--- config.mk ---
export PLATFORM = sky130hd
export DESIGN_NAME = source_text_tokenizer
export DESIGN_NICKNAME = d
export VERILOG_FILES = /design/src/rtl/tst_pkg.sv /design/src/rtl/source_text_tokenizer.sv /design/src/rtl/tst_fifo.sv /design/src/rtl/tst_front.sv /design/src/rtl/tst_scanner.sv
export SDC_FILE = /design/constraint.sdc
export NUM_CORES = 1
export LEC_CHECK = 0
export ABC_AREA = 1
export BUFFER_PORTS_ARGS = -buffer_cell sky130_fd_sc_hd__buf_2
export CAP_MARGIN = 20
export CORE_ASPECT_RATIO = 1.1
export CORE_UTILIZATION = 25
export CTS_CLUSTER_DIAMETER = 60
export DETAILED_ROUTE_END_ITERATION = 6
export MAX_ROUTING_LAYER = met4
export PLACE_DENSITY = 0.5
export SLEW_MARGIN = 20
export SYNTH_ARGS = -nofsm -noshare
export SYNTH_HDL_FRONTEND = slang
export SYNTH_SLANG_ARGS = --single-unit
--- constraint.sdc ---
create_clock -name clk -period 7 [get_ports clk]
set_input_delay 0.35 -clock clk [delete_from_list [all_inputs] [get_ports clk]]
set_output_delay 0.35 -clock clk [all_outputs]
set_load 0.03 [all_outputs]
--- src/rtl/tst_pkg.sv ---
// Shared types, constants and lookup functions of the source text tokenizer.
package tst_pkg;

	// Parameter defaults and queue depths
	localparam int POSITION_BITS_DEF   = 16;
	localparam int KEYWORD_MAX_LEN_DEF = 8;
	localparam int LOOKAHEAD_DEPTH_DEF = 6;
	localparam int FRONT_DEPTH         = 4;
	localparam int RESULT_DEPTH        = 4;

	// Token kinds with a role of their own
	localparam logic [6:0] K_EOF      = 7'd0;
	localparam logic [6:0] K_NUMBER   = 7'd1;
	localparam logic [6:0] K_SLASH_EQ = 7'd25;
	localparam logic [6:0] K_SLASH    = 7'd26;
	localparam logic [6:0] K_STRING   = 7'd46;
	localparam logic [6:0] K_KEYWORD0 = 7'd47;
	localparam logic [6:0] K_IDENT    = 7'd80;

	// Error codes
	localparam logic [1:0] ERR_NONE       = 2'd0;
	localparam logic [1:0] ERR_UNEXPECTED = 2'd1;
	localparam logic [1:0] ERR_UNTERM_STR = 2'd2;
	localparam logic [1:0] ERR_BAD_SUFFIX = 2'd3;

	// Characters the scanner tests directly
	localparam logic [7:0] CH_NUL    = 8'h00;
	localparam logic [7:0] CH_LF     = 8'h0A;
	localparam logic [7:0] CH_SLASH  = 8'h2F;
	localparam logic [7:0] CH_DQUOTE = 8'h22;
	localparam logic [7:0] CH_DOT    = 8'h2E;
	localparam logic [7:0] CH_EQ     = 8'h3D;

	typedef enum logic [3:0] {
		S_IDLE, S_SLASH, S_COMMENT, S_IDENT, S_STRING,
		S_NUM_INT, S_NUM_DOT, S_NUM_FRAC, S_SUFFIX, S_OP
	} scan_mode_t;

	// One classified source byte
	typedef struct packed {
		logic [7:0] ch;
		logic       dig;
		logic       alp;
		logic       spc;
	} byte_rec_t;

	typedef struct packed {
		logic       hit;
		logic [3:0] idx;
	} op_lead_t;

	typedef struct packed {
		logic       hit;
		logic [6:0] kind;
	} single_t;

	// Operator row: optional doubled char, kind for it (0 = go on to next row),
	// kind with a trailing '=', kind of the bare operator
	typedef struct packed {
		logic       c1v;
		logic [7:0] c1;
		logic [6:0] k1;
		logic [6:0] k2;
		logic [6:0] k0;
	} op_row_t;

	localparam int N_KW  = 33;
	localparam int N_SUF = 12;

	localparam logic [63:0] KW_TEXT [N_KW] = '{
		"as      ", "bool    ", "break   ", "const   ", "continue", "else    ",
		"f32     ", "f64     ", "fn      ", "false   ", "for     ", "i8      ",
		"i16     ", "i32     ", "i64     ", "if      ", "null    ", "print   ",
		"return  ", "str     ", "struct  ", "super   ", "type    ", "true    ",
		"this    ", "u8      ", "u16     ", "u32     ", "u64     ", "usize   ",
		"var     ", "void    ", "while   "
	};
	localparam logic [4:0] KW_LEN [N_KW] = '{
		5'd2, 5'd4, 5'd5, 5'd5, 5'd8, 5'd4, 5'd3, 5'd3, 5'd2, 5'd5, 5'd3,
		5'd2, 5'd3, 5'd3, 5'd3, 5'd2, 5'd4, 5'd5, 5'd6, 5'd3, 5'd6, 5'd5,
		5'd4, 5'd4, 5'd4, 5'd2, 5'd3, 5'd3, 5'd3, 5'd5, 5'd3, 5'd4, 5'd5
	};

	localparam logic [63:0] SUF_TEXT [N_SUF] = '{
		"usize   ", "i16     ", "i32     ", "i64     ", "u16     ", "u32     ",
		"u64     ", "i8      ", "u8      ", "f32     ", "f64     ", "u       "
	};
	localparam logic [2:0] SUF_LEN [N_SUF] = '{
		3'd5, 3'd3, 3'd3, 3'd3, 3'd3, 3'd3, 3'd3, 3'd2, 3'd2, 3'd3, 3'd3, 3'd1
	};
	localparam logic SUF_FRAC [N_SUF] = '{
		1'b0, 1'b0, 1'b0, 1'b0, 1'b0, 1'b0, 1'b0, 1'b0, 1'b0, 1'b1, 1'b1, 1'b0
	};

	function automatic logic is_digit(input logic [7:0] b);
		return (b >= "0") && (b <= "9");
	endfunction

	function automatic logic is_alpha(input logic [7:0] b);
		return ((b >= "a") && (b <= "z")) || ((b >= "A") && (b <= "Z")) || (b == "_");
	endfunction

	function automatic logic is_space(input logic [7:0] b);
		return (b == " ") || (b == 8'h09) || (b == 8'h0A) || (b == 8'h0B) ||
			(b == 8'h0C) || (b == 8'h0D);
	endfunction

	// Byte that opens a multi-char operator
	function automatic op_lead_t op_lead(input logic [7:0] b);
		op_lead_t r;
		r = '0;
		r.hit = 1'b1;
		case (b)
			"=": r.idx = 4'd0;
			"!": r.idx = 4'd1;
			"&": r.idx = 4'd2;
			"|": r.idx = 4'd3;
			"^": r.idx = 4'd4;
			"+": r.idx = 4'd5;
			"-": r.idx = 4'd6;
			"*": r.idx = 4'd7;
			">": r.idx = 4'd8;
			"<": r.idx = 4'd10;
			default: r.hit = 1'b0;
		endcase
		return r;
	endfunction

	// Single-char tokens
	function automatic single_t single_kind(input logic [7:0] b);
		single_t r;
		r = '0;
		r.hit = 1'b1;
		case (b)
			"@": r.kind = 7'd2;
			"~": r.kind = 7'd8;
			"(": r.kind = 7'd35;
			")": r.kind = 7'd36;
			"[": r.kind = 7'd37;
			"]": r.kind = 7'd38;
			"{": r.kind = 7'd39;
			"}": r.kind = 7'd40;
			";": r.kind = 7'd41;
			",": r.kind = 7'd42;
			":": r.kind = 7'd43;
			".": r.kind = 7'd44;
			"?": r.kind = 7'd45;
			default: r.hit = 1'b0;
		endcase
		return r;
	endfunction

	function automatic op_row_t op_row(input logic [3:0] idx);
		op_row_t r;
		r = '0;
		unique case (idx)
			4'd0:  r = '{1'b1, ">", 7'd3,  7'd4,  7'd5};
			4'd1:  r = '{1'b0, 8'h00, 7'd0, 7'd6,  7'd7};
			4'd2:  r = '{1'b1, "&", 7'd9,  7'd10, 7'd11};
			4'd3:  r = '{1'b1, "|", 7'd12, 7'd13, 7'd14};
			4'd4:  r = '{1'b0, 8'h00, 7'd0, 7'd15, 7'd16};
			4'd5:  r = '{1'b1, "+", 7'd17, 7'd18, 7'd19};
			4'd6:  r = '{1'b1, "-", 7'd20, 7'd21, 7'd22};
			4'd7:  r = '{1'b0, 8'h00, 7'd0, 7'd23, 7'd24};
			4'd8:  r = '{1'b1, ">", 7'd0,  7'd29, 7'd30};
			4'd9:  r = '{1'b0, 8'h00, 7'd0, 7'd27, 7'd28};
			4'd10: r = '{1'b1, "<", 7'd0,  7'd33, 7'd34};
			4'd11: r = '{1'b0, 8'h00, 7'd0, 7'd31, 7'd32};
			default: r = '0;
		endcase
		return r;
	endfunction

	// Word kind from the first eight bytes (byte i at p[8*i +: 8]) and length
	function automatic logic [6:0] kw_kind(input logic [63:0] p, input logic [4:0] len);
		logic [6:0] r;
		logic       hit;
		r = K_IDENT;
		for (int k = 0; k < N_KW; k++) begin
			hit = (KW_LEN[k] == len);
			for (int i = 0; i < 8; i++) begin
				if ((5'(i) < len) && (p[8*i +: 8] != KW_TEXT[k][63-8*i -: 8]))
					hit = 1'b0;
			end
			if (hit && (r == K_IDENT))
				r = K_KEYWORD0 + 7'(k);
		end
		return r;
	endfunction

	// Typed suffix test on held bytes (byte i at h[8*i +: 8]) of length k
	function automatic logic suffix_match(input logic [39:0] h, input logic [2:0] k,
			input logic frac);
		logic r;
		logic hit;
		r = 1'b0;
		for (int s = 0; s < N_SUF; s++) begin
			hit = (SUF_LEN[s] == k) && (!frac || SUF_FRAC[s]);
			for (int i = 0; i < 5; i++) begin
				if ((3'(i) < k) && (h[8*i +: 8] != SUF_TEXT[s][63-8*i -: 8]))
					hit = 1'b0;
			end
			r = r | hit;
		end
		return r;
	endfunction

endpackage

--- src/rtl/source_text_tokenizer.sv ---
// Source text tokenizer top level: byte queue in front, scanner and result queue behind.
//
//  channel | handshake        | payload
//  --------+------------------+---------------------------------------------------
//  bytes   | push / full      | symbol
//  tokens  | empty / pop      | token_kind, is_error, error_code, start_offset,
//          |                  | token_length, start_line, start_column, last_of_run
//
// The scanner takes one byte per cycle unless no byte is there or a full result queue
// holds back its token. A byte that closes a token and has to be looked at again
// (operator, slash, identifier, number end) is scanned once more; a rejected suffix or
// dot replays its held bytes. A token is queued once its run is closed and the result
// queue has room. Reset clears all control state at once; no clearing pass. Either side
// may stall: the front queue keeps taking bytes while the result queue is full.
module source_text_tokenizer
	import tst_pkg::*;
#(
	parameter int POSITION_BITS   = POSITION_BITS_DEF,
	parameter int KEYWORD_MAX_LEN = KEYWORD_MAX_LEN_DEF,
	parameter int LOOKAHEAD_DEPTH = LOOKAHEAD_DEPTH_DEF
) (
	input  logic                     clk,
	input  logic                     arst_n,
	input  logic                     push,
	output logic                     full,
	input  logic [7:0]               symbol,
	output logic                     empty,
	input  logic                     pop,
	output logic [6:0]               token_kind,
	output logic                     is_error,
	output logic [1:0]               error_code,
	output logic [POSITION_BITS-1:0] start_offset,
	output logic [POSITION_BITS-1:0] token_length,
	output logic [POSITION_BITS-1:0] start_line,
	output logic [POSITION_BITS-1:0] start_column,
	output logic                     last_of_run
);

	byte_rec_t rec;
	logic      rec_valid, rec_pop;

	// byte intake and classification
	tst_front u_front (
		.clk       (clk),
		.arst_n    (arst_n),
		.push      (push),
		.full      (full),
		.symbol    (symbol),
		.rec_valid (rec_valid),
		.rec       (rec),
		.rec_pop   (rec_pop)
	);

	// scanning and result delivery
	tst_scanner #(
		.POSITION_BITS   (POSITION_BITS),
		.KEYWORD_MAX_LEN (KEYWORD_MAX_LEN),
		.LOOKAHEAD_DEPTH (LOOKAHEAD_DEPTH)
	) u_scanner (
		.clk          (clk),
		.arst_n       (arst_n),
		.rec_valid    (rec_valid),
		.rec          (rec),
		.rec_pop      (rec_pop),
		.empty        (empty),
		.pop          (pop),
		.token_kind   (token_kind),
		.is_error     (is_error),
		.error_code   (error_code),
		.start_offset (start_offset),
		.token_length (token_length),
		.start_line   (start_line),
		.start_column (start_column),
		.last_of_run  (last_of_run)
	);

endmodule

--- src/rtl/tst_fifo.sv ---
// Small register queue with full/empty flags and head data on the output.
module tst_fifo #(
	parameter int WIDTH = 8,
	parameter int DEPTH = 4
) (
	input  logic             clk,
	input  logic             arst_n,
	input  logic             push,
	output logic             full,
	input  logic [WIDTH-1:0] wdata,
	input  logic             pop,
	output logic             empty,
	output logic [WIDTH-1:0] rdata
);

	localparam int AW = (DEPTH > 1) ? $clog2(DEPTH) : 1;
	localparam int CW = $clog2(DEPTH + 1);

	logic [WIDTH-1:0] mem_q [DEPTH];
	logic [AW-1:0]    wr_q, rd_q;
	logic [CW-1:0]    cnt_q;
	logic             do_push, do_pop;

	assign full    = (cnt_q == CW'(DEPTH));
	assign empty   = (cnt_q == '0);
	assign rdata   = mem_q[rd_q];
	assign do_push = push && !full;
	assign do_pop  = pop && !empty;

	// pointers and fill count
	always_ff @(posedge clk or negedge arst_n) begin
		if (!arst_n) begin
			wr_q  <= '0;
			rd_q  <= '0;
			cnt_q <= '0;
		end else begin
			if (do_push)
				wr_q <= (wr_q == AW'(DEPTH - 1)) ? '0 : wr_q + 1'b1;
			if (do_pop)
				rd_q <= (rd_q == AW'(DEPTH - 1)) ? '0 : rd_q + 1'b1;
			if (do_push && !do_pop)
				cnt_q <= cnt_q + 1'b1;
			else if (!do_push && do_pop)
				cnt_q <= cnt_q - 1'b1;
		end
	end

	// entry storage
	always_ff @(posedge clk) begin
		if (do_push)
			mem_q[wr_q] <= wdata;
	end

endmodule

--- src/rtl/tst_front.sv ---
// Front end: takes source bytes, tags their character class and queues them.
module tst_front
	import tst_pkg::*;
(
	input  logic      clk,
	input  logic      arst_n,
	input  logic      push,
	output logic      full,
	input  logic [7:0] symbol,
	output logic      rec_valid,
	output byte_rec_t rec,
	input  logic      rec_pop
);

	byte_rec_t                    rec_in;
	logic [$bits(byte_rec_t)-1:0] rec_raw;
	logic                         q_empty;

	// character class
	always_comb begin
		rec_in.ch  = symbol;
		rec_in.dig = is_digit(symbol);
		rec_in.alp = is_alpha(symbol);
		rec_in.spc = is_space(symbol);
	end

	tst_fifo #(
		.WIDTH ($bits(byte_rec_t)),
		.DEPTH (FRONT_DEPTH)
	) u_queue (
		.clk    (clk),
		.arst_n (arst_n),
		.push   (push),
		.full   (full),
		.wdata  (rec_in),
		.pop    (rec_pop),
		.empty  (q_empty),
		.rdata  (rec_raw)
	);

	assign rec_valid = !q_empty;
	assign rec       = byte_rec_t'(rec_raw);

endmodule

--- src/rtl/tst_scanner.sv ---
// Back end: scan state machine, suffix lookahead with replay, result queue.
module tst_scanner
	import tst_pkg::*;
#(
	parameter int POSITION_BITS   = POSITION_BITS_DEF,
	parameter int KEYWORD_MAX_LEN = KEYWORD_MAX_LEN_DEF,
	parameter int LOOKAHEAD_DEPTH = LOOKAHEAD_DEPTH_DEF
) (
	input  logic                     clk,
	input  logic                     arst_n,
	input  logic                     rec_valid,
	input  byte_rec_t                rec,
	output logic                     rec_pop,
	output logic                     empty,
	input  logic                     pop,
	output logic [6:0]               token_kind,
	output logic                     is_error,
	output logic [1:0]               error_code,
	output logic [POSITION_BITS-1:0] start_offset,
	output logic [POSITION_BITS-1:0] token_length,
	output logic [POSITION_BITS-1:0] start_line,
	output logic [POSITION_BITS-1:0] start_column,
	output logic                     last_of_run
);

	localparam int PB  = POSITION_BITS;
	localparam int KML = KEYWORD_MAX_LEN;
	localparam int LAD = LOOKAHEAD_DEPTH;
	localparam int KIW = $clog2(KML);
	localparam int ILW = $clog2(KML + 2);
	localparam int LIW = $clog2(LAD);
	localparam int LCW = $clog2(LAD + 1);
	localparam int TW  = 10 + 4 * PB;

	typedef struct packed {
		logic [PB-1:0] off;
		logic [PB-1:0] line;
		logic [PB-1:0] col;
	} pos_t;

	localparam pos_t POS_RST = '{'0, PB'(1), PB'(1)};

	function automatic logic [PB-1:0] sat_add(input logic [PB-1:0] v, input logic [2:0] k);
		logic [PB:0] s;
		s = {1'b0, v} + (PB+1)'(k);
		return s[PB] ? '1 : s[PB-1:0];
	endfunction

	function automatic pos_t adv(input pos_t p, input logic nl);
		pos_t r;
		r     = p;
		r.off = sat_add(p.off, 3'd1);
		if (nl) begin
			r.line = sat_add(p.line, 3'd1);
			r.col  = PB'(1);
		end else begin
			r.col = sat_add(p.col, 3'd1);
		end
		return r;
	endfunction

	function automatic pos_t adv_k(input pos_t p, input logic [2:0] k);
		pos_t r;
		r     = p;
		r.off = sat_add(p.off, k);
		r.col = sat_add(p.col, k);
		return r;
	endfunction

	// scan state
	scan_mode_t     mode_q, mode_n;
	logic [3:0]     op_q, op_n;
	pos_t           cur_q, cur_n, start_q, start_n;
	logic [7:0]     kp_q [KML];
	logic [7:0]     kp_n [KML];
	logic [7:0]     la_q [LAD];
	logic [7:0]     la_n [LAD];
	logic [LCW-1:0] la_cnt_q, la_cnt_n;
	logic [LCW-1:0] rp_q, rp_n, rcnt_q, rcnt_n;
	logic           frac_q, frac_n;
	logic [ILW-1:0] ilen_q, ilen_n;

	// pending token, held until it is known whether it closes its run
	logic [TW-1:0]  pend_q;
	logic           pend_v_q, pend_done_q;

	// current byte and decode
	logic           rep, avail, go, step_end, opush, ofull;
	logic [7:0]     b;
	logic           b_dig, b_alp, b_spc, b_word;
	logic           emit_c, err_c, consume_c, eof_c, rep_ld;
	logic [6:0]     kind_c;
	logic [1:0]     code_c;
	logic [LCW-1:0] n_c;
	logic [39:0]    held;
	logic [63:0]    pfx;
	logic           sfx_hit;
	logic [6:0]     word_kind;
	op_row_t        row;
	op_lead_t       lead;
	single_t        sk;
	logic [TW-1:0]  tok_c;
	logic [PB-1:0]  tok_so, tok_len, tok_sl, tok_sc;
	logic [TW:0]    ordata;

	// byte source: replayed lookahead first, then the front queue
	assign rep   = (rcnt_q != '0);
	assign avail = rep || rec_valid;
	always_comb begin
		if (rep) begin
			b     = la_q[rp_q[LIW-1:0]];
			b_dig = is_digit(b);
			b_alp = is_alpha(b);
			b_spc = is_space(b);
		end else begin
			b     = rec.ch;
			b_dig = rec.dig;
			b_alp = rec.alp;
			b_spc = rec.spc;
		end
	end
	assign b_word = b_dig || b_alp;

	// held suffix bytes with the current byte in its slot
	always_comb begin
		for (int i = 0; i < 5; i++)
			held[8*i +: 8] = (la_cnt_q == LCW'(i)) ? b : la_q[i];
		for (int i = 0; i < 8; i++)
			pfx[8*i +: 8] = kp_q[i];
	end
	assign n_c       = la_cnt_q + 1'b1;
	assign sfx_hit   = !b_word && suffix_match(held, 3'(la_cnt_q), frac_q);
	assign word_kind = (ilen_q > ILW'(KML)) ? K_IDENT : kw_kind(pfx, 5'(ilen_q));
	assign row       = op_row(op_q);
	assign lead      = op_lead(b);
	assign sk        = single_kind(b);

	// next state for one scan step
	always_comb begin
		mode_n    = mode_q;
		op_n      = op_q;
		cur_n     = cur_q;
		start_n   = start_q;
		kp_n      = kp_q;
		la_n      = la_q;
		la_cnt_n  = la_cnt_q;
		rp_n      = rp_q;
		rcnt_n    = rcnt_q;
		frac_n    = frac_q;
		ilen_n    = ilen_q;
		emit_c    = 1'b0;
		kind_c    = K_EOF;
		err_c     = 1'b0;
		code_c    = ERR_NONE;
		consume_c = 1'b1;
		eof_c     = 1'b0;
		rep_ld    = 1'b0;

		unique case (mode_q) inside
			S_IDLE: begin
				if (b == CH_NUL) begin
					// end of source: emit and restart
					eof_c    = 1'b1;
					emit_c   = 1'b1;
					cur_n    = POS_RST;
					start_n  = POS_RST;
					la_cnt_n = '0;
					frac_n   = 1'b0;
					ilen_n   = '0;
				end else if (b_spc) begin
					cur_n = adv(cur_q, b == CH_LF);
				end else begin
					start_n = cur_q;
					cur_n   = adv(cur_q, 1'b0);
					if (b == CH_SLASH) begin
						mode_n = S_SLASH;
					end else if (b_dig) begin
						frac_n = 1'b0;
						mode_n = S_NUM_INT;
					end else if (b_alp) begin
						kp_n[0] = b;
						ilen_n  = ILW'(1);
						mode_n  = S_IDENT;
					end else if (b == CH_DQUOTE) begin
						mode_n = S_STRING;
					end else if (lead.hit) begin
						op_n   = lead.idx;
						mode_n = S_OP;
					end else if (sk.hit) begin
						emit_c = 1'b1;
						kind_c = sk.kind;
					end else begin
						emit_c = 1'b1;
						err_c  = 1'b1;
						code_c = ERR_UNEXPECTED;
					end
				end
			end
			S_SLASH: begin
				if (b == CH_SLASH) begin
					cur_n  = adv(cur_q, 1'b0);
					mode_n = S_COMMENT;
				end else if (b == CH_EQ) begin
					cur_n  = adv(cur_q, 1'b0);
					emit_c = 1'b1;
					kind_c = K_SLASH_EQ;
				end else begin
					emit_c    = 1'b1;
					kind_c    = K_SLASH;
					consume_c = 1'b0;
				end
			end
			S_COMMENT: begin
				if ((b == CH_LF) || (b == CH_NUL)) begin
					mode_n    = S_IDLE;
					consume_c = 1'b0;
				end else begin
					cur_n = adv(cur_q, 1'b0);
				end
			end
			S_IDENT: begin
				if (b_word) begin
					cur_n = adv(cur_q, 1'b0);
					if (ilen_q < ILW'(KML))
						kp_n[ilen_q[KIW-1:0]] = b;
					if (ilen_q <= ILW'(KML))
						ilen_n = ilen_q + 1'b1;
				end else begin
					emit_c    = 1'b1;
					kind_c    = word_kind;
					consume_c = 1'b0;
				end
			end
			S_STRING: begin
				if (b == CH_NUL) begin
					emit_c    = 1'b1;
					err_c     = 1'b1;
					code_c    = ERR_UNTERM_STR;
					consume_c = 1'b0;
				end else if (b == CH_DQUOTE) begin
					cur_n  = adv(cur_q, 1'b0);
					emit_c = 1'b1;
					kind_c = K_STRING;
				end else begin
					cur_n = adv(cur_q, b == CH_LF);
				end
			end
			S_NUM_INT, S_NUM_FRAC: begin
				if (b_dig) begin
					cur_n = adv(cur_q, 1'b0);
				end else if ((b == CH_DOT) && (mode_q == S_NUM_INT)) begin
					la_n[0]  = b;
					la_cnt_n = LCW'(1);
					mode_n   = S_NUM_DOT;
				end else if (b_alp) begin
					la_n[0]  = b;
					la_cnt_n = LCW'(1);
					mode_n   = S_SUFFIX;
				end else begin
					emit_c    = 1'b1;
					kind_c    = K_NUMBER;
					consume_c = 1'b0;
				end
			end
			S_NUM_DOT: begin
				la_cnt_n = '0;
				if (b_dig) begin
					cur_n  = adv_k(cur_q, 3'd2);
					frac_n = 1'b1;
					mode_n = S_NUM_FRAC;
				end else begin
					// number ends; the dot and this byte go round again
					emit_c  = 1'b1;
					kind_c  = K_NUMBER;
					la_n[1] = b;
					rp_n    = '0;
					rcnt_n  = LCW'(2);
					rep_ld  = 1'b1;
				end
			end
			S_SUFFIX: begin
				la_n[la_cnt_q[LIW-1:0]] = b;
				la_cnt_n                = n_c;
				if (!b_word || (n_c == LCW'(LAD))) begin
					la_cnt_n = '0;
					frac_n   = 1'b0;
					emit_c   = 1'b1;
					rep_ld   = 1'b1;
					if (sfx_hit) begin
						cur_n  = adv_k(cur_q, 3'(la_cnt_q));
						kind_c = K_NUMBER;
						rp_n   = la_cnt_q;
						rcnt_n = n_c;
					end else begin
						err_c  = 1'b1;
						code_c = ERR_BAD_SUFFIX;
						rp_n   = '0;
						rcnt_n = n_c;
					end
				end
			end
			S_OP: begin
				if (row.c1v && (b == row.c1)) begin
					cur_n = adv(cur_q, 1'b0);
					if (row.k1 == 7'd0) begin
						op_n = op_q + 4'd1;
					end else begin
						emit_c = 1'b1;
						kind_c = row.k1;
					end
				end else if (b == CH_EQ) begin
					cur_n  = adv(cur_q, 1'b0);
					emit_c = 1'b1;
					kind_c = row.k2;
				end else begin
					emit_c    = 1'b1;
					kind_c    = row.k0;
					consume_c = 1'b0;
				end
			end
			default: begin
				mode_n    = S_IDLE;
				consume_c = 1'b0;
			end
		endcase

		if (emit_c)
			mode_n = S_IDLE;

		// step the replay pointer
		if (consume_c && rep && !rep_ld) begin
			if ((rp_q + 1'b1) == rcnt_q) begin
				rp_n   = '0;
				rcnt_n = '0;
			end else begin
				rp_n = rp_q + 1'b1;
			end
		end

		// token fields
		if (eof_c) begin
			tok_so  = cur_q.off;
			tok_len = '0;
			tok_sl  = cur_q.line;
			tok_sc  = cur_q.col;
		end else begin
			tok_so  = start_n.off;
			tok_len = cur_n.off - start_n.off;
			tok_sl  = start_n.line;
			tok_sc  = start_n.col;
		end
		tok_c = {kind_c, err_c, code_c, tok_so, tok_len, tok_sl, tok_sc};
	end

	// handshake between scan step, pending token and result queue
	assign go       = avail && !(emit_c && pend_v_q && ofull);
	assign step_end = go && consume_c && (rcnt_n == '0);
	assign opush    = pend_v_q && (pend_done_q || (go && emit_c)) && !ofull;
	assign rec_pop  = go && consume_c && !rep;

	// control registers
	always_ff @(posedge clk or negedge arst_n) begin
		if (!arst_n) begin
			mode_q      <= S_IDLE;
			op_q        <= '0;
			cur_q       <= POS_RST;
			start_q     <= POS_RST;
			la_cnt_q    <= '0;
			rp_q        <= '0;
			rcnt_q      <= '0;
			frac_q      <= 1'b0;
			ilen_q      <= '0;
			pend_v_q    <= 1'b0;
			pend_done_q <= 1'b0;
		end else begin
			if (go) begin
				mode_q   <= mode_n;
				op_q     <= op_n;
				cur_q    <= cur_n;
				start_q  <= start_n;
				la_cnt_q <= la_cnt_n;
				rp_q     <= rp_n;
				rcnt_q   <= rcnt_n;
				frac_q   <= frac_n;
				ilen_q   <= ilen_n;
			end
			if (go && emit_c) begin
				pend_v_q    <= 1'b1;
				pend_done_q <= step_end;
			end else if (opush) begin
				pend_v_q    <= 1'b0;
				pend_done_q <= 1'b0;
			end else if (step_end && pend_v_q) begin
				pend_done_q <= 1'b1;
			end
		end
	end

	// byte stores and pending payload
	always_ff @(posedge clk) begin
		if (go) begin
			kp_q <= kp_n;
			la_q <= la_n;
		end
		if (go && emit_c)
			pend_q <= tok_c;
	end

	tst_fifo #(
		.WIDTH (TW + 1),
		.DEPTH (RESULT_DEPTH)
	) u_results (
		.clk    (clk),
		.arst_n (arst_n),
		.push   (opush),
		.full   (ofull),
		.wdata  ({pend_q, pend_done_q}),
		.pop    (pop),
		.empty  (empty),
		.rdata  (ordata)
	);

	assign {token_kind, is_error, error_code, start_offset, token_length,
		start_line, start_column, last_of_run} = ordata;

	// replay pointer stays inside the held bytes
	a_rp_range: assert property (@(posedge clk) disable iff (!arst_n)
		(rcnt_q != '0) |-> (rp_q < rcnt_q))
		else $error("replay pointer beyond held bytes");

	// a closed run always has a token behind it
	a_done_valid: assert property (@(posedge clk) disable iff (!arst_n)
		pend_done_q |-> pend_v_q)
		else $error("run closed without pending token");

	// suffix collection never overflows the lookahead
	a_suffix_cnt: assert property (@(posedge clk) disable iff (!arst_n)
		(mode_q == S_SUFFIX) |-> ((la_cnt_q != '0) && (la_cnt_q < LCW'(LAD))))
		else $error("suffix count out of range");

	// replay never overlaps a number that is still collecting lookahead
	a_replay_mode: assert property (@(posedge clk) disable iff (!arst_n)
		(rcnt_q != '0) |-> !((mode_q == S_SUFFIX) || (mode_q == S_NUM_DOT)))
		else $error("replay while lookahead is live");

endmodule
==> impl_metrics.csv <==
group,metric,value,unit
logic_synthesis,synth-async-reset-ratio,20.2,%
routing,drt_wl_total,111000,um
placement,dp_cells,5823,
clock_network,clock_latency,700,ps
power,switchingPower,9.48,mW
sta,rsz0062_at_grt,"false",
hold_path,worstHoldPathType,"in2reg",
cells_and_area,drive_gt1_share,10.2,%
worst_setup_path,cpMostUsedCell,"nand2_1",
floorplanning,dieWidth,361,um
worst_setup_path,crit_arrival,6800,ps
sta,setup_viol,0,
routing,wire_per_inst,18.6,um
sta,slew_headroom,22.8,%
logic_synthesis,synth_nets,4044,
global_routing,grt_max_degree,84,
logic_synthesis,yosys.area.top_type,"edfxtp_1",
floorplanning,ios,89,
clock_network,clock_sinks,664,
global_routing,grt_pass1_wl,171000,um
sta,fin_crit,6380,ps
global_routing,grt_pass1_vias,28371,
worst_setup_path,endpoint_kind,"flip-flop",
global_routing,antenna_found_initial,0,
cells_and_area,syn_to_final_growth,15.7,%
sta,report.final.slew_viol_count,0,
logic_synthesis,synth.yosys.seq_area_share,54.2,%
placement,port_buffers,88,
sta,fin_setup_tns,0,ps
power,p_sw_share,45.8,%
worst_setup_path,slowest_stage,"dfrtp_1",
worst_setup_path,cp.required,7430,ps
routing,vias,28809,
routing,route.antenna.remaining_nets,0,
logic_synthesis,synth_top_area_share,44.8,%
worst_setup_path,path_max_fanout,13,
placement,place_ws,624,ps
logic_synthesis,syn-cell-area,35500,um^2
run_status,status,"complete, no violations",
power,p_seq_share,33.1,%
global_routing,grt.total_usage,15.7,%
power,clkPwrFrac,20.0,%
floorplanning,num_rows,144,
sta,setup_ws,625,ps
logic_synthesis,yosysWarnings,0,
power,peakVddDrop,346,uV
sta,fmax,157,MHz
sta,final_hold_viol_count,0,
worst_setup_path,criticalPathCategory,"reg2reg",
worst_setup_path,slowest_delay,570,ps
logic_synthesis,syn_inst,3974,
cells_and_area,multi_input_area,13700,um^2
clock_network,cts_made_buffers,79,
logic_synthesis,synth_most_common_cell,"nand2_1",
logic_synthesis,ys.flop_type,"edfxtp_1",
logic_synthesis,synth-edff-count,530,
routing,drt_drc_violations_left,0,
cells_and_area,regArea,19300,um^2
worst_setup_path,startpoint_type,"flip-flop",
cells_and_area,final.fill_count,14842,
routing,drt_pre_antenna_iters,6,
floorplanning,fp.dieArea,144000,um^2
logic_synthesis,ys_top_cells_by_area,"edfxtp_1 (45%), dfrtp_1 (9.2%), nand2_1 (6.8%), nor2_1 (6.0%), o21ai_0 (6.0%)",
placement,finalWeightedCongestion,0.988,
cells_and_area,diodes,0,
floorplanning,design.core.area,141000,um^2
sta,tightest_slew,1150,ps
sta,skew,30.3,ps
power,p_leak,15.5,nW
routing,initialDrtViolationCount,2144,
sta,fin_crit_sh,91.1,%
logic_synthesis,synth_common_cells,"nand2_1 (647), nor2_1 (572), edfxtp_1 (530), inv_1 (444), o21ai_0 (429)",
logic_synthesis,synth_cell_type_count,81,
logic_synthesis,syn-mean-instance-area,8.94,um^2
logic_synthesis,ys_seq_elements,664,
clock_network,h-tree-depth,3,
floorplanning,initial_core_util,25.3,%
cells_and_area,nets,4160,
worst_setup_path,r2r_setup_slack,620,ps
floorplanning,die_h,397,um
cells_and_area,utilization,29.2,%
job,maxCapViolations,0,
routing,vias_per_cell,4.82,
clock_network,cts_tree,"done",
power,power_density,503,nW/um^2
placement,hpwl,78500,um
cells_and_area,finalNonFillerCells,5978,
clock_network,clkSlewWorstSetupHoldPaths,60,ps
global_routing,overflow,0,
clock_network,cts_root_buf,"clkbuf_16",
clock_network,clk_path_buf_depth,3,
power,combPwrFrac,46.9,%
power,p_int,11.2,mW
==> what timing repair did <==
item	4_1_cts	5_1_grt
hold endpoints to repair	113	0
setup endpoints to repair	0	2
buffers inserted	0	2
resized for setup	0	4
hold buffers	9	0
==> final cells by class <==
cell class	count	area share, %
inverter	482	4.44
sequential	664	46.9
timing repair buffer	194	3.23
clock inverter	49	1.38
multi-input combinational	2669	33.4
clock buffer	95	5.08
tap	1825	5.56
==> flip-flops by register name, summed over array words and instances, names as in the netlist, 2 cells and up <==
name	cells
u_scanner.op_q	4
u_front.u_queue.rd_q	2
u_scanner.cur_q	48
u_scanner.start_q	48
u_front.u_queue.cnt_q	3
u_front.u_queue.mem_q	44
u_scanner.u_results.cnt_q	3
u_scanner.kp_q	64
u_scanner.rcnt_q	3
u_scanner.la_cnt_q	3
u_scanner.rp_q	3
u_scanner.u_results.mem_q	300
u_scanner.u_results.rd_q	2
u_scanner.la_q	48
u_scanner.u_results.wr_q	2
u_front.u_queue.wr_q	2
u_scanner.mode_q	4
u_scanner.ilen_q	4
u_scanner.pend_q	74
==> power by group through the flow <==
stage	logic (mW)	registers [mW]	clock network, mW
global route	10.7	6.95	4.40
detailed placement	9.80	6.91	0
floorplan	6.59	6.64	0
finish	9.70	6.83	4.14
CTS	9.83	6.84	4.26
global placement	9.79	6.90	0
==> kinds of logic after synthesis <==
family,after synthesis,synth area share [%]
and+or+nand+nor,1558,18.6
AOI/OAI and AO/OA,998,16.4
DFF,664,54.2
buffers and inverters,641,7.28
adders and majority gates,58,2.15
xor gates and xnor gates,54,1.33
muxes,1,0.0317
==> routing by layer <==
metal / wire length, um / track usage [%] / vias up
li1: - / - / 13990
met1: 48400 / 19.2 / 13825
met2: 54500 / 26.6 / 784
met3: 4860 / 1.93 / 210
met4: 3450 / 5.78 / 0
met5: 0 / - / -
==> worst paths after layout <==
path                       cells past startpoint               startpoint                     endpoint
setup / recovery                              36  u_front.u_queue.rd_q[1]         u_scanner.pend_q[47]
hold / removal                                 5                      pop  u_scanner.u_results.rd_q[0]
setup reg to reg                              36  u_front.u_queue.rd_q[1]         u_scanner.pend_q[47]
hold reg to reg                                2    u_scanner.start_q[35]        u_scanner.start_q[35]
max in group asynchronous                      3                   arst_n  u_scanner.u_results.rd_q[0]
min in group asynchronous                      2                   arst_n        u_scanner.start_q[25]
==> through the flow <==
step	power (mW)	instance area, um^2	hold WS, ps
final	20.7	41100	142
after global routing	22.1	41100	162
after CTS	20.9	41100	112
after detailed placement	16.7	38300	473
after global placement	16.7	38300	468
after floorplan	13.2	35500	54.4
==> worst max-delay path, delay by kind of cell, from the launching register on <==
family	cells	cell delay, ps
and+or+nand+nor	22	2990
AOI/OAI and AO/OA	10	1770
DFF	1	570
buffers and inverters	2	380
adders and majority gates	1	240
xor gates and xnor gates	1	150
==> cell usage in the layout (no fill, tap or decap), drive strengths merged, types with 5 or more instances in the layout <==
| cell type | Yosys | routed |
|---|---|---|
| a211oi | 16 | 16 |
| o21a | 8 | 8 |
| o22ai | 136 | 136 |
| xnor2 | 7 | 7 |
| a41oi | 5 | 5 |
| nor4 | 13 | 13 |
| nor2 | 591 | 591 |
| clkinv | 13 | 44 |
| nand2 | 661 | 661 |
| a221oi | 20 | 20 |
| xor2 | 47 | 47 |
| a31oi | 22 | 22 |
| edfxtp | 530 | 530 |
| o31ai | 5 | 5 |
| nand3 | 118 | 118 |
| nand3b | 9 | 9 |
| nor3 | 90 | 90 |
| a22oi | 12 | 12 |
| o21ai | 513 | 513 |
| inv | 469 | 475 |
| a21oi | 155 | 155 |
| o2111ai | 9 | 9 |
| dlygate4sd3 | 0 | 9 |
| nand4 | 56 | 56 |
| bufinv | 0 | 6 |
| o41ai | 5 | 5 |
| ha | 53 | 53 |
| or2 | 6 | 6 |
| clkbuf | 111 | 95 |
| clkinvlp | 0 | 6 |
| fa | 5 | 5 |
| o21bai | 35 | 35 |
| nor3b | 5 | 5 |
| o211ai | 27 | 27 |
| o221ai | 9 | 9 |
| a2111oi | 6 | 6 |
| dfrtp | 130 | 130 |
| buf | 48 | 185 |
No activity file was read; power rests on OpenSTA's default activity.
